**config.mk**
```make
export PLATFORM = sky130hd
export DESIGN_NAME = intensity_to_rgb_colormap_top
export DESIGN_NICKNAME = d
export VERILOG_FILES = /design/src/itrc_pkg.sv /design/src/itrc_seg.sv /design/src/itrc_sel.sv /design/src/itrc_mul.sv /design/src/itrc_norm.sv /design/src/intensity_to_rgb_colormap_top.sv
export VERILOG_INCLUDE_DIRS = /design/src /design/src/src
export SDC_FILE = /design/constraint.sdc
export NUM_CORES = 1
export LEC_CHECK = 0
export ABC_CLOCK_PERIOD_IN_PS = 4800
export BUFFER_PORTS_ARGS = -buffer_cell sky130_fd_sc_hd__buf_2
export CAP_MARGIN = 15
export CORE_ASPECT_RATIO = 0.5
export CORE_MARGIN = 2
export CORE_UTILIZATION = 56
export CTS_BUF_LIST = sky130_fd_sc_hd__clkbuf_4 sky130_fd_sc_hd__clkbuf_8
export CTS_CLUSTER_DIAMETER = 100
export DETAILED_ROUTE_END_ITERATION = 8
export PLACE_DENSITY = 0.75
export RECOVER_POWER = 100
export SETUP_SLACK_MARGIN = 0.4
export SLEW_MARGIN = 15
export SYNTH_ARGS = -nofsm -noshare
export SYNTH_HDL_FRONTEND = slang
export SYNTH_SLANG_ARGS = --single-unit
export TNS_END_PERCENT = 30
```
**constraint.sdc**
```tcl
create_clock -name clk_i -period 4.8 [get_ports clk_i]
set_input_delay 0.72 -clock clk_i [delete_from_list [all_inputs] [get_ports clk_i]]
set_output_delay 0.72 -clock clk_i [all_outputs]
set_load 0.05 [all_outputs]
```
**src/intensity_to_rgb_colormap_top_macros.svh**
```systemverilog
// Assertion macros for the colormap block
`ifndef INTENSITY_TO_RGB_COLORMAP_TOP_MACROS_SVH
`define INTENSITY_TO_RGB_COLORMAP_TOP_MACROS_SVH

`ifndef SYNTH
`define ITRC_ASSERT(lbl, clk, rst_n, prop) \
  lbl: assert property (@(posedge clk) disable iff (!rst_n) prop) \
    else $error("itrc assertion failed");
`define ITRC_ASSERT_NEVER(lbl, clk, rst_n, prop) \
  lbl: assert property (@(posedge clk) disable iff (!rst_n) !(prop)) \
    else $error("itrc forbidden condition seen");
`else
`define ITRC_ASSERT(lbl, clk, rst_n, prop)
`define ITRC_ASSERT_NEVER(lbl, clk, rst_n, prop)
`endif

`endif

```
**src/itrc_pkg.sv**
```systemverilog
package itrc_pkg;

  localparam int unsigned NUM_CH = 3;
  localparam logic [7:0] FULL_SCALE = 8'd255;

  typedef enum logic [2:0] {
    PAL_GRAY    = 3'd0,
    PAL_MONO    = 3'd1,
    PAL_VIRIDIS = 3'd2,
    PAL_PLASMA  = 3'd3,
    PAL_MAGMA   = 3'd4,
    PAL_INFERNO = 3'd5,
    PAL_TURBO   = 3'd6
  } palette_e;

  typedef enum logic [1:0] {
    CFG_PALETTE_MODE = 2'd0,
    CFG_TINT_RED     = 2'd1,
    CFG_TINT_GREEN   = 2'd2,
    CFG_TINT_BLUE    = 2'd3
  } cfg_idx_e;

  // channel 0 red, 1 green, 2 blue
  typedef logic [NUM_CH-1:0][7:0] pix_t;

  typedef struct packed {
    logic [7:0]  lvl;
    logic [2:0]  mode;
    logic [10:0] scaled;
    logic [2:0]  seg;
  } s1_t;

  typedef struct packed {
    pix_t       a;
    pix_t       b;
    logic [7:0] w;
  } s2_t;

  typedef struct packed {
    logic [NUM_CH-1:0][15:0] pa;
    logic [NUM_CH-1:0][15:0] pb;
  } s3_t;

  function automatic pix_t pix(input logic [7:0] r, input logic [7:0] g, input logic [7:0] b);
    pix_t p;
    p[0] = r;
    p[1] = g;
    p[2] = b;
    return p;
  endfunction

  // anchor colours of the colormap palettes; anything else reads black
  function automatic pix_t anchor(input logic [2:0] mode, input logic [2:0] idx);
    pix_t p;
    p = pix(8'd0, 8'd0, 8'd0);
    case (mode)
      PAL_VIRIDIS: begin
        case (idx)
          3'd0: p = pix(8'd68, 8'd1, 8'd84);
          3'd1: p = pix(8'd59, 8'd82, 8'd139);
          3'd2: p = pix(8'd33, 8'd145, 8'd140);
          3'd3: p = pix(8'd94, 8'd201, 8'd98);
          3'd4: p = pix(8'd253, 8'd231, 8'd37);
          default: p = pix(8'd0, 8'd0, 8'd0);
        endcase
      end
      PAL_PLASMA: begin
        case (idx)
          3'd0: p = pix(8'd13, 8'd8, 8'd135);
          3'd1: p = pix(8'd126, 8'd3, 8'd168);
          3'd2: p = pix(8'd204, 8'd71, 8'd120);
          3'd3: p = pix(8'd248, 8'd149, 8'd64);
          3'd4: p = pix(8'd240, 8'd249, 8'd33);
          default: p = pix(8'd0, 8'd0, 8'd0);
        endcase
      end
      PAL_MAGMA: begin
        case (idx)
          3'd0: p = pix(8'd0, 8'd0, 8'd4);
          3'd1: p = pix(8'd81, 8'd18, 8'd124);
          3'd2: p = pix(8'd183, 8'd55, 8'd121);
          3'd3: p = pix(8'd252, 8'd137, 8'd97);
          3'd4: p = pix(8'd252, 8'd253, 8'd191);
          default: p = pix(8'd0, 8'd0, 8'd0);
        endcase
      end
      PAL_INFERNO: begin
        case (idx)
          3'd0: p = pix(8'd0, 8'd0, 8'd4);
          3'd1: p = pix(8'd87, 8'd16, 8'd110);
          3'd2: p = pix(8'd188, 8'd55, 8'd84);
          3'd3: p = pix(8'd249, 8'd142, 8'd9);
          3'd4: p = pix(8'd252, 8'd255, 8'd164);
          default: p = pix(8'd0, 8'd0, 8'd0);
        endcase
      end
      PAL_TURBO: begin
        case (idx)
          3'd0: p = pix(8'd48, 8'd18, 8'd59);
          3'd1: p = pix(8'd50, 8'd101, 8'd190);
          3'd2: p = pix(8'd31, 8'd184, 8'd163);
          3'd3: p = pix(8'd164, 8'd252, 8'd60);
          3'd4: p = pix(8'd251, 8'd163, 8'd56);
          3'd5: p = pix(8'd180, 8'd4, 8'd38);
          default: p = pix(8'd0, 8'd0, 8'd0);
        endcase
      end
      default: p = pix(8'd0, 8'd0, 8'd0);
    endcase
    return p;
  endfunction

endpackage

```
**src/itrc_seg.sv**
```systemverilog
`include "intensity_to_rgb_colormap_top_macros.svh"

module itrc_seg (
  input  logic              clk_i,
  input  logic              rst_ni,
  input  logic              valid_i,
  output logic              ready_o,
  input  logic [7:0]        lvl_i,
  input  logic [2:0]        mode_i,
  output logic              valid_o,
  input  logic              ready_i,
  output itrc_pkg::s1_t     data_o
);

  logic          valid_q;
  itrc_pkg::s1_t data_q, data_d;
  logic [10:0]   scaled;

  // level * (anchors - 1): four segments, five for turbo
  always_comb begin
    scaled = {1'b0, lvl_i, 2'b00};
    if (mode_i == itrc_pkg::PAL_TURBO) begin
      scaled = scaled + {3'b000, lvl_i};
    end
    data_d.lvl    = lvl_i;
    data_d.mode   = mode_i;
    data_d.scaled = scaled;
    data_d.seg    = 3'(scaled >= 11'd255) + 3'(scaled >= 11'd510) + 3'(scaled >= 11'd765)
                  + 3'(scaled >= 11'd1020) + 3'(scaled >= 11'd1275);
  end

  assign ready_o = !valid_q || ready_i;
  assign valid_o = valid_q;
  assign data_o  = data_q;

  always_ff @(posedge clk_i or negedge rst_ni) begin
    if (!rst_ni) begin
      valid_q <= 1'b0;
    end else if (ready_o) begin
      valid_q <= valid_i;
    end
  end

  always_ff @(posedge clk_i) begin
    if (ready_o && valid_i) begin
      data_q <= data_d;
    end
  end

  `ITRC_ASSERT(a_seg_lo, clk_i, rst_ni,
    valid_q |-> ({8'd0, data_q.seg} * 11'd255 <= data_q.scaled))
  `ITRC_ASSERT(a_seg_hi, clk_i, rst_ni,
    valid_q |-> (data_q.scaled < {8'd0, data_q.seg} * 11'd255 + 11'd255))

endmodule

```
**src/itrc_sel.sv**
```systemverilog
module itrc_sel (
  input  logic              clk_i,
  input  logic              rst_ni,
  input  logic              valid_i,
  output logic              ready_o,
  input  itrc_pkg::s1_t     data_i,
  input  logic [7:0]        tint_red_i,
  input  logic [7:0]        tint_green_i,
  input  logic [7:0]        tint_blue_i,
  output logic              valid_o,
  input  logic              ready_i,
  output itrc_pkg::s2_t     data_o
);

  logic          valid_q;
  itrc_pkg::s2_t data_q, data_d;
  logic [2:0]    last_idx;
  logic          full;
  logic [10:0]   seg_base;
  logic [10:0]   w_raw;
  logic [2:0]    idx_a, idx_b;

  // every mode reduces to (a*(255-w) + b*w) / 255 per channel
  always_comb begin
    last_idx = (data_i.mode == itrc_pkg::PAL_TURBO) ? 3'd5 : 3'd4;
    full     = data_i.seg >= last_idx;
    seg_base = {data_i.seg, 8'd0} - {8'd0, data_i.seg};
    w_raw    = data_i.scaled - seg_base;
    idx_a    = full ? last_idx : data_i.seg;
    idx_b    = full ? last_idx : data_i.seg + 3'd1;

    data_d.a = itrc_pkg::anchor(data_i.mode, idx_a);
    data_d.b = itrc_pkg::anchor(data_i.mode, idx_b);
    data_d.w = full ? 8'd0 : w_raw[7:0];

    unique case (data_i.mode)
      itrc_pkg::PAL_GRAY: begin
        data_d.a = itrc_pkg::pix(8'd0, 8'd0, 8'd0);
        data_d.b = itrc_pkg::pix(itrc_pkg::FULL_SCALE, itrc_pkg::FULL_SCALE,
                                 itrc_pkg::FULL_SCALE);
        data_d.w = data_i.lvl;
      end
      itrc_pkg::PAL_MONO: begin
        data_d.a = itrc_pkg::pix(8'd0, 8'd0, 8'd0);
        data_d.b = itrc_pkg::pix(tint_red_i, tint_green_i, tint_blue_i);
        data_d.w = data_i.lvl;
      end
      itrc_pkg::PAL_VIRIDIS, itrc_pkg::PAL_PLASMA, itrc_pkg::PAL_MAGMA,
      itrc_pkg::PAL_INFERNO, itrc_pkg::PAL_TURBO: begin
      end
      default: begin
        // unused mode gives a black pixel
        data_d.a = itrc_pkg::pix(8'd0, 8'd0, 8'd0);
        data_d.b = itrc_pkg::pix(8'd0, 8'd0, 8'd0);
        data_d.w = 8'd0;
      end
    endcase
  end

  assign ready_o = !valid_q || ready_i;
  assign valid_o = valid_q;
  assign data_o  = data_q;

  always_ff @(posedge clk_i or negedge rst_ni) begin
    if (!rst_ni) begin
      valid_q <= 1'b0;
    end else if (ready_o) begin
      valid_q <= valid_i;
    end
  end

  always_ff @(posedge clk_i) begin
    if (ready_o && valid_i) begin
      data_q <= data_d;
    end
  end

endmodule

```
**src/itrc_mul.sv**
```systemverilog
module itrc_mul (
  input  logic              clk_i,
  input  logic              rst_ni,
  input  logic              valid_i,
  output logic              ready_o,
  input  itrc_pkg::s2_t     data_i,
  output logic              valid_o,
  input  logic              ready_i,
  output itrc_pkg::s3_t     data_o
);

  logic          valid_q;
  itrc_pkg::s3_t data_q, data_d;
  logic [7:0]    w_inv;

  always_comb begin
    w_inv = itrc_pkg::FULL_SCALE - data_i.w;
    for (int c = 0; c < itrc_pkg::NUM_CH; c++) begin
      data_d.pa[c] = {8'd0, data_i.a[c]} * {8'd0, w_inv};
      data_d.pb[c] = {8'd0, data_i.b[c]} * {8'd0, data_i.w};
    end
  end

  assign ready_o = !valid_q || ready_i;
  assign valid_o = valid_q;
  assign data_o  = data_q;

  always_ff @(posedge clk_i or negedge rst_ni) begin
    if (!rst_ni) begin
      valid_q <= 1'b0;
    end else if (ready_o) begin
      valid_q <= valid_i;
    end
  end

  always_ff @(posedge clk_i) begin
    if (ready_o && valid_i) begin
      data_q <= data_d;
    end
  end

endmodule

```
**src/itrc_norm.sv**
```systemverilog
`include "intensity_to_rgb_colormap_top_macros.svh"

module itrc_norm (
  input  logic              clk_i,
  input  logic              rst_ni,
  input  logic              valid_i,
  output logic              ready_o,
  input  itrc_pkg::s3_t     data_i,
  output logic              valid_o,
  input  logic              ready_i,
  output itrc_pkg::pix_t    pix_o
);

  logic                                 valid_q;
  itrc_pkg::pix_t                       pix_q, pix_d;
  logic [itrc_pkg::NUM_CH-1:0][15:0]    sum;
  logic [itrc_pkg::NUM_CH-1:0][15:0]    adj;

  // x/255 as (x + x/256 + 1)/256, exact for x up to 255*255
  always_comb begin
    for (int c = 0; c < itrc_pkg::NUM_CH; c++) begin
      sum[c]   = data_i.pa[c] + data_i.pb[c];
      adj[c]   = sum[c] + {8'd0, sum[c][15:8]} + 16'd1;
      pix_d[c] = adj[c][15:8];
    end
  end

  assign ready_o = !valid_q || ready_i;
  assign valid_o = valid_q;
  assign pix_o   = pix_q;

  always_ff @(posedge clk_i or negedge rst_ni) begin
    if (!rst_ni) begin
      valid_q <= 1'b0;
    end else if (ready_o) begin
      valid_q <= valid_i;
    end
  end

  always_ff @(posedge clk_i) begin
    if (ready_o && valid_i) begin
      pix_q <= pix_d;
    end
  end

  `ITRC_ASSERT(a_div_red, clk_i, rst_ni,
    valid_i |-> ({8'd0, pix_d[0]} * 16'd255 <= sum[0] &&
                 sum[0] < {8'd0, pix_d[0]} * 16'd255 + 16'd255))
  `ITRC_ASSERT(a_div_blue, clk_i, rst_ni,
    valid_i |-> ({8'd0, pix_d[2]} * 16'd255 <= sum[2] &&
                 sum[2] < {8'd0, pix_d[2]} * 16'd255 + 16'd255))

endmodule

```
**src/intensity_to_rgb_colormap_top.sv**
```systemverilog
// Channel   Dir  Handshake                 Payload
// in        in   in_valid_i / in_ready_o   level_i
// out       out  out_valid_o / out_ready_i out_red_o, out_green_o, out_blue_o
// cfg       in   cfg_we_i                  cfg_idx_i, cfg_wdata_i
//
// Four register stages: segment, anchor select, multiply, divide by 255.
// One transaction per cycle sustained while out_ready_i stays high.
// Each stage holds its own valid bit and fills bubbles while the output stalls.
// Reset clears the valid bits and loads gray mode with a white tint.

`include "intensity_to_rgb_colormap_top_macros.svh"

module intensity_to_rgb_colormap_top (
  input  logic       clk_i,
  input  logic       rst_ni,
  input  logic       in_valid_i,
  output logic       in_ready_o,
  input  logic [7:0] level_i,
  output logic       out_valid_o,
  input  logic       out_ready_i,
  output logic [7:0] out_red_o,
  output logic [7:0] out_green_o,
  output logic [7:0] out_blue_o,
  input  logic       cfg_we_i,
  input  logic [1:0] cfg_idx_i,
  input  logic [7:0] cfg_wdata_i
);

  logic [2:0] palette_mode_q;
  logic [7:0] tint_red_q, tint_green_q, tint_blue_q;

  always_ff @(posedge clk_i or negedge rst_ni) begin
    if (!rst_ni) begin
      palette_mode_q <= itrc_pkg::PAL_GRAY;
      tint_red_q     <= itrc_pkg::FULL_SCALE;
      tint_green_q   <= itrc_pkg::FULL_SCALE;
      tint_blue_q    <= itrc_pkg::FULL_SCALE;
    end else if (cfg_we_i) begin
      unique case (cfg_idx_i)
        itrc_pkg::CFG_PALETTE_MODE: palette_mode_q <= cfg_wdata_i[2:0];
        itrc_pkg::CFG_TINT_RED:     tint_red_q     <= cfg_wdata_i;
        itrc_pkg::CFG_TINT_GREEN:   tint_green_q   <= cfg_wdata_i;
        itrc_pkg::CFG_TINT_BLUE:    tint_blue_q    <= cfg_wdata_i;
        default: ;
      endcase
    end
  end

  logic           s1_valid, s1_ready;
  logic           s2_valid, s2_ready;
  logic           s3_valid, s3_ready;
  logic           s4_ready;
  itrc_pkg::s1_t  s1_data;
  itrc_pkg::s2_t  s2_data;
  itrc_pkg::s3_t  s3_data;
  itrc_pkg::pix_t pix;

  itrc_seg u_seg (
    .clk_i   (clk_i),
    .rst_ni  (rst_ni),
    .valid_i (in_valid_i),
    .ready_o (in_ready_o),
    .lvl_i   (level_i),
    .mode_i  (palette_mode_q),
    .valid_o (s1_valid),
    .ready_i (s1_ready),
    .data_o  (s1_data)
  );

  itrc_sel u_sel (
    .clk_i        (clk_i),
    .rst_ni       (rst_ni),
    .valid_i      (s1_valid),
    .ready_o      (s1_ready),
    .data_i       (s1_data),
    .tint_red_i   (tint_red_q),
    .tint_green_i (tint_green_q),
    .tint_blue_i  (tint_blue_q),
    .valid_o      (s2_valid),
    .ready_i      (s2_ready),
    .data_o       (s2_data)
  );

  itrc_mul u_mul (
    .clk_i   (clk_i),
    .rst_ni  (rst_ni),
    .valid_i (s2_valid),
    .ready_o (s2_ready),
    .data_i  (s2_data),
    .valid_o (s3_valid),
    .ready_i (s3_ready),
    .data_o  (s3_data)
  );

  itrc_norm u_norm (
    .clk_i   (clk_i),
    .rst_ni  (rst_ni),
    .valid_i (s3_valid),
    .ready_o (s3_ready),
    .data_i  (s3_data),
    .valid_o (out_valid_o),
    .ready_i (s4_ready),
    .pix_o   (pix)
  );

  assign s4_ready    = out_ready_i;
  assign out_red_o   = pix[0];
  assign out_green_o = pix[1];
  assign out_blue_o  = pix[2];

  // back-pressure can only originate at the output
  `ITRC_ASSERT(a_stall_src, clk_i, rst_ni, !in_ready_o |-> (out_valid_o && !out_ready_i))
  `ITRC_ASSERT_NEVER(a_stall_full, clk_i, rst_ni,
    !in_ready_o && !(s1_valid && s2_valid && s3_valid))

endmodule
```
[Yosys cells after proc, flatten, opt, wreduce, memory -nomap -nowiden]
Cells that the tools add are included.
Word-level totals
  register bits after elaboration: 229
  output and inout bits: 26
Operators by class
  add/sub/neg operators: 18
  $mul: 6
  order comparisons: 6
  equality and inequality tests: 20
  multiplexer cells: 18
  reductions and logical operators: 21
Operators by type and width (number)
  24-bit case mux with 5 select lines: 10
  24-bit case mux with 6 select lines: 2
  56-bit case mux with 3 select lines: 1
  8-bit by 8-bit multiplier with 16-bit output: 6
  16-bit by 1-bit adder with 16-bit output (second input constant): 3
  16-bit adder: 3
  16-bit by 8-bit adder with 16-bit output: 3
  3-bit equality test (second input constant): 8
  11-bit by 10-bit greater-or-equal comparator with 1-bit output (second input constant): 2
  3-bit by 2-bit equality test with 1-bit output (second input constant): 6
  10-bit by 8-bit adder with 11-bit output: 1
  11-bit greater-or-equal comparator (second input constant): 1
  11-bit by 8-bit greater-or-equal comparator with 1-bit output (second input constant): 1
  11-bit by 9-bit greater-or-equal comparator with 1-bit output (second input constant): 1
  11-bit 2-to-1 mux: 1
  3-bit by 1-bit adder with 3-bit output: 3
  3-bit by 1-bit equality test with 1-bit output (second input constant): 3
  3-bit zero test: 3
  8-bit 2-to-1 mux: 1
  2-bit AND reduction: 4
  8-bit subtractor: 1
  8-bit subtractor (first input constant): 1
  3-bit 2-to-1 mux: 2
  5-bit OR reduction: 1
  11 further kinds: 21

[Depth between registers and ports, before layout]
  depth in word-level cells: 8
  gate-level depth with buffers: 20
  gate-level depth less buffers: 19

[Hierarchy]
Synthesis repeated with hierarchy kept, for this count alone.
Second synthesis, totals
  cell total of the unflattened synthesis: 2907
  area total of the unflattened synthesis: 27548.9 µm²
Modules (own cells, without submodules)
  itrc_mul: times used 1, cells an instance 1690, area an instance 16221.8 µm², seq. area each 2907.8 µm²
  itrc_sel: times used 1, cells an instance 561, area an instance 4689.5 µm², seq. area each 1706.6 µm²
  itrc_norm: times used 1, cells an instance 496, area an instance 4241.6 µm², seq. area each 745.7 µm²
  itrc_seg: times used 1, cells an instance 102, area an instance 1341.3 µm², seq. area each 775.7 µm²
  intensity_to_rgb_colormap_top: times used 1, cells an instance 58, area an instance 1054.8 µm², seq. area each 705.7 µm²

[Worst setup path before layout]
No wires, ideal clock.
  path kind: reg-to-reg
  start: register u_sel.data_q (netlist bit u_sel.data_o[7])
  end: register u_mul.data_q (netlist bit u_mul.data_o[46]), data pin
  arrival time: 4.695 ns
  data required time: 4.534 ns
  path slack: -0.161 ns
  cell stages (with the launch flop): 18
  buffers on the path: 2
  clock period less this slack: 4.961 ns
  path through: edfxtp_1 clkbuf_1 clkbuf_1 nand2_1 fa_1 fa_1 inv_1 fa_1 inv_1 fa_1 inv_1 ha_1 a21boi_0 o311a_1 o21a_1 o21a_1 o41ai_1 xnor2_1
RTL lines
  start, declared: line itrc_sel.sv:16  | itrc_pkg::s2_t data_q, data_d;
  start signal, assigned: line itrc_sel.sv:74  | data_q <= data_d;
  end signal, assigned: line itrc_mul.sv:38  | data_q <= data_d;
  end, declared: line itrc_mul.sv:13  | itrc_pkg::s3_t data_q, data_d;

==> impl_metrics.yaml <==
worst_setup_path:
  regToRegSetupSlack_ns: 0.03
  worstSetupStartpointType: "flip-flop"
  worstPathArrival_ns: 5.02
  cp.required_ns: 5.05
  critPathKind: "reg2reg"
  worstPathMaxFanout: 12
  endpoint_kind: "flip-flop"
die:
  die_w_um: 307
  die_height_um: 155
  io_pins: 49
  start_util_pct: 56.8
  die-area_sq_um: 47700
  std_cell_rows: 55
  core_area_sq_um: 45200
clock_tree:
  cts-root-buf: "clkbuf_8"
  cts_tree: "yes"
  clockBufferDepth: 3
  clock_sinks: 229
  clk_latency_ns: 0.59
  numCtsBuffers: 39
  holdBufCountCts: 0
  clkTransAtPathRegs_ns: 0.07
  h-tree-depth: 2
final_layout:
  final_core_util_pct: 65.3
  drive_gt1_share_pct: 16.8
  final_nets: 3328
  area_delta_synth_final_pct: 15.0
synthesis:
  syn_nets: 3210
  yosys_warnings: 0
  synth-edff-count: 198
  syn_area_sq_um: 25700
  ys_seq_elements: 229
  synth_area_leaders: "edfxtp_1 (23%), fa_1 (17%), ha_1 (15%)"
  netlist_instances: 2664
  synth_top_area_share_pct: 23.2
  synthDistinctLibCells: 88
  syn_avg_cell_area_sq_um: 9.63
  synth_common_cells: "inv_1 (369), ha_1 (300), fa_1 (223)"
  ys.flop_type: "edfxtp_1"
  yosysMostFrequentCell: "inv_1"
  ys_async_sr_fraction_pct: 13.5
  ys_seq_area_share_pct: 26.3
  yosys.area.top_type: "edfxtp_1"
timing:
  rsz0062_at_grt: "yes"
  finalHoldViolations: 0
  max_slew_margin_pct: -96.7
  skew_ns: 0.0356
  min_period_ns: 4.77
  fin_ws_ns: 0.0291
  setup_violations: 0
  worst_pin_slew_ns: 2.95
  drv_slew: 187
  fin_crit_sh_pct: 99.4
  max_freq_ghz: 0.210
grt:
  first_global_vias: 20000
  antenna_found_initial: 2
  grt_util_all_layers_pct: 27.8
  overflow: 0
  grt_pass1_wl_um: 105000
  grt_max_degree: 65
place:
  hpwl_um: 47200
  place_congestion: 0.979
  portBuffers: 48
  pre_cts_ws_ns: -0.0423
detailed_routing:
  drtPass1Iterations: 6
  wirelength_um: 67300
  drc_errors: 0
  ant_nets: 0
  vias: 19800
  wl_per_cell_um: 19.7
  drt_iter0_drc: 1584
  via_per_inst: 5.80
outcome:
  violations: "capacitance limit, slew limit"
  status: "finished, violations left"
min_path:
  min_path_type: "in2reg"
flow_run:
  maxCapViolCount: 5
worst paths after layout:
kind                                       start           endpoint  depth (start not counted)
worst max-delay path            u_seg.data_o[15]   u_sel.data_o[24]                         14
worst min-delay path                  in_valid_i      u_seg.valid_o                          2
worst max register to register  u_seg.data_o[15]   u_sel.data_o[24]                         14
worst min register to register     u_seg.valid_o      u_sel.valid_o                          1
max in group asynchronous                 rst_ni  palette_mode_q[2]                          1
min in group asynchronous                 rst_ni  palette_mode_q[1]                          1
cell usage in the layout, fill, tap and decap left out, types with 12 or more instances in the layout:
cell and count:
a211oi_1 12, a21o_1 31, a21oi_1 100, a21oi_2 23
a31oi_1 13, and2_0 12, and2_1 126, buf_4 81
buf_6 14, clkbuf_1 43, clkbuf_8 41, dfstp_2 24
edfxtp_1 198, fa_1 213, ha_1 271, ha_4 25
inv_1 348, inv_2 22, mux2_2 27, nand2_1 154
nand2b_1 49, nand3_1 32, nand4_1 15, nor2_1 117
nor2b_1 156, nor2b_2 16, nor3_1 29, o21a_1 15
o21ai_0 96, o21ai_2 15, o22ai_1 24, xnor2_1 82
xor2_1 42
layer usage:
layer | track usage, % | share of wire [%] | vias up
li1 | - | - | 9232
met1 | 39.2 | 44 | 9642
met2 | 43.3 | 45 | 771
met3 | 6.58 | 8.9 | 123
met4 | 7.10 | 2.2 | 0
met5 | 0 | 0 | -
sequential cells by signal (all words and copies together), names as in the netlist, 3 cells and up:
name            count
tint_red_q          8
tint_blue_q         8
palette_mode_q      3
u_norm.pix_o       24
u_seg.data_o       22
u_mul.data_o       96
tint_green_q        8
u_sel.data_o       56
worst max-delay path, stage by stage, from the launching register on:
cell,delay (ns)
edfxtp_1,0.37
nor2b_1,0.14
buf_4,0.17
nand2_1,0.07
clkbuf_1,0.59
clkinv_1,0.14
buf_4,0.21
ha_1,0.29
or3b_2,0.47
nand2_2,0.21
nand2_1,0.22
o21ai_1,0.41
and2_1,0.28
nor2_1,0.17
o211ai_1,0.70
cells by family after synthesis:
kind of cell               share of synthesized area (%)
xor gates and xnor gates                            4.77
and+or+nand+nor                                     16.7
AOI/OAI and AO/OA                                   12.1
DFF                                                 26.3
muxes                                               1.30
adders and majority gates                           32.0
buffers and inverters                               6.78
final cells by class:
type	count	area, sq um
well taps	598	748
fillers	3453	15700
clock inverters	22	249
multi-input cells	1972	18300
inverters	371	1390
repair buffers	169	1440
clock buffers	46	602
flip-flops and latches	229	6750
diodes	2	5.00
per-stage QoR:
step	cell area, sq um	cells	hold WS (ns)	TNS, ns
after floorplan	26000	2664	0.424	0
after detailed placement	27100	3284	0.489	-0.0525
after CTS	28600	3383	0.177	0
after global placement	27100	3284	0.466	0
after global routing	29500	3408	0.353	-0.253
final	29500	3409	0.369	0
what timing repair did:
action | CTS | global route
gates cloned | 8 | 1
buffers inserted | 23 | 23
pin swaps | 38 | 82
endpoints found under the hold margin | 0 | 0
gates resized for setup | 69 | 182
endpoints found under the setup margin | 35 | 56
Power is not shown: default switching activity piles up to over one toggle a cycle in this logic, so the estimate is an artifact.
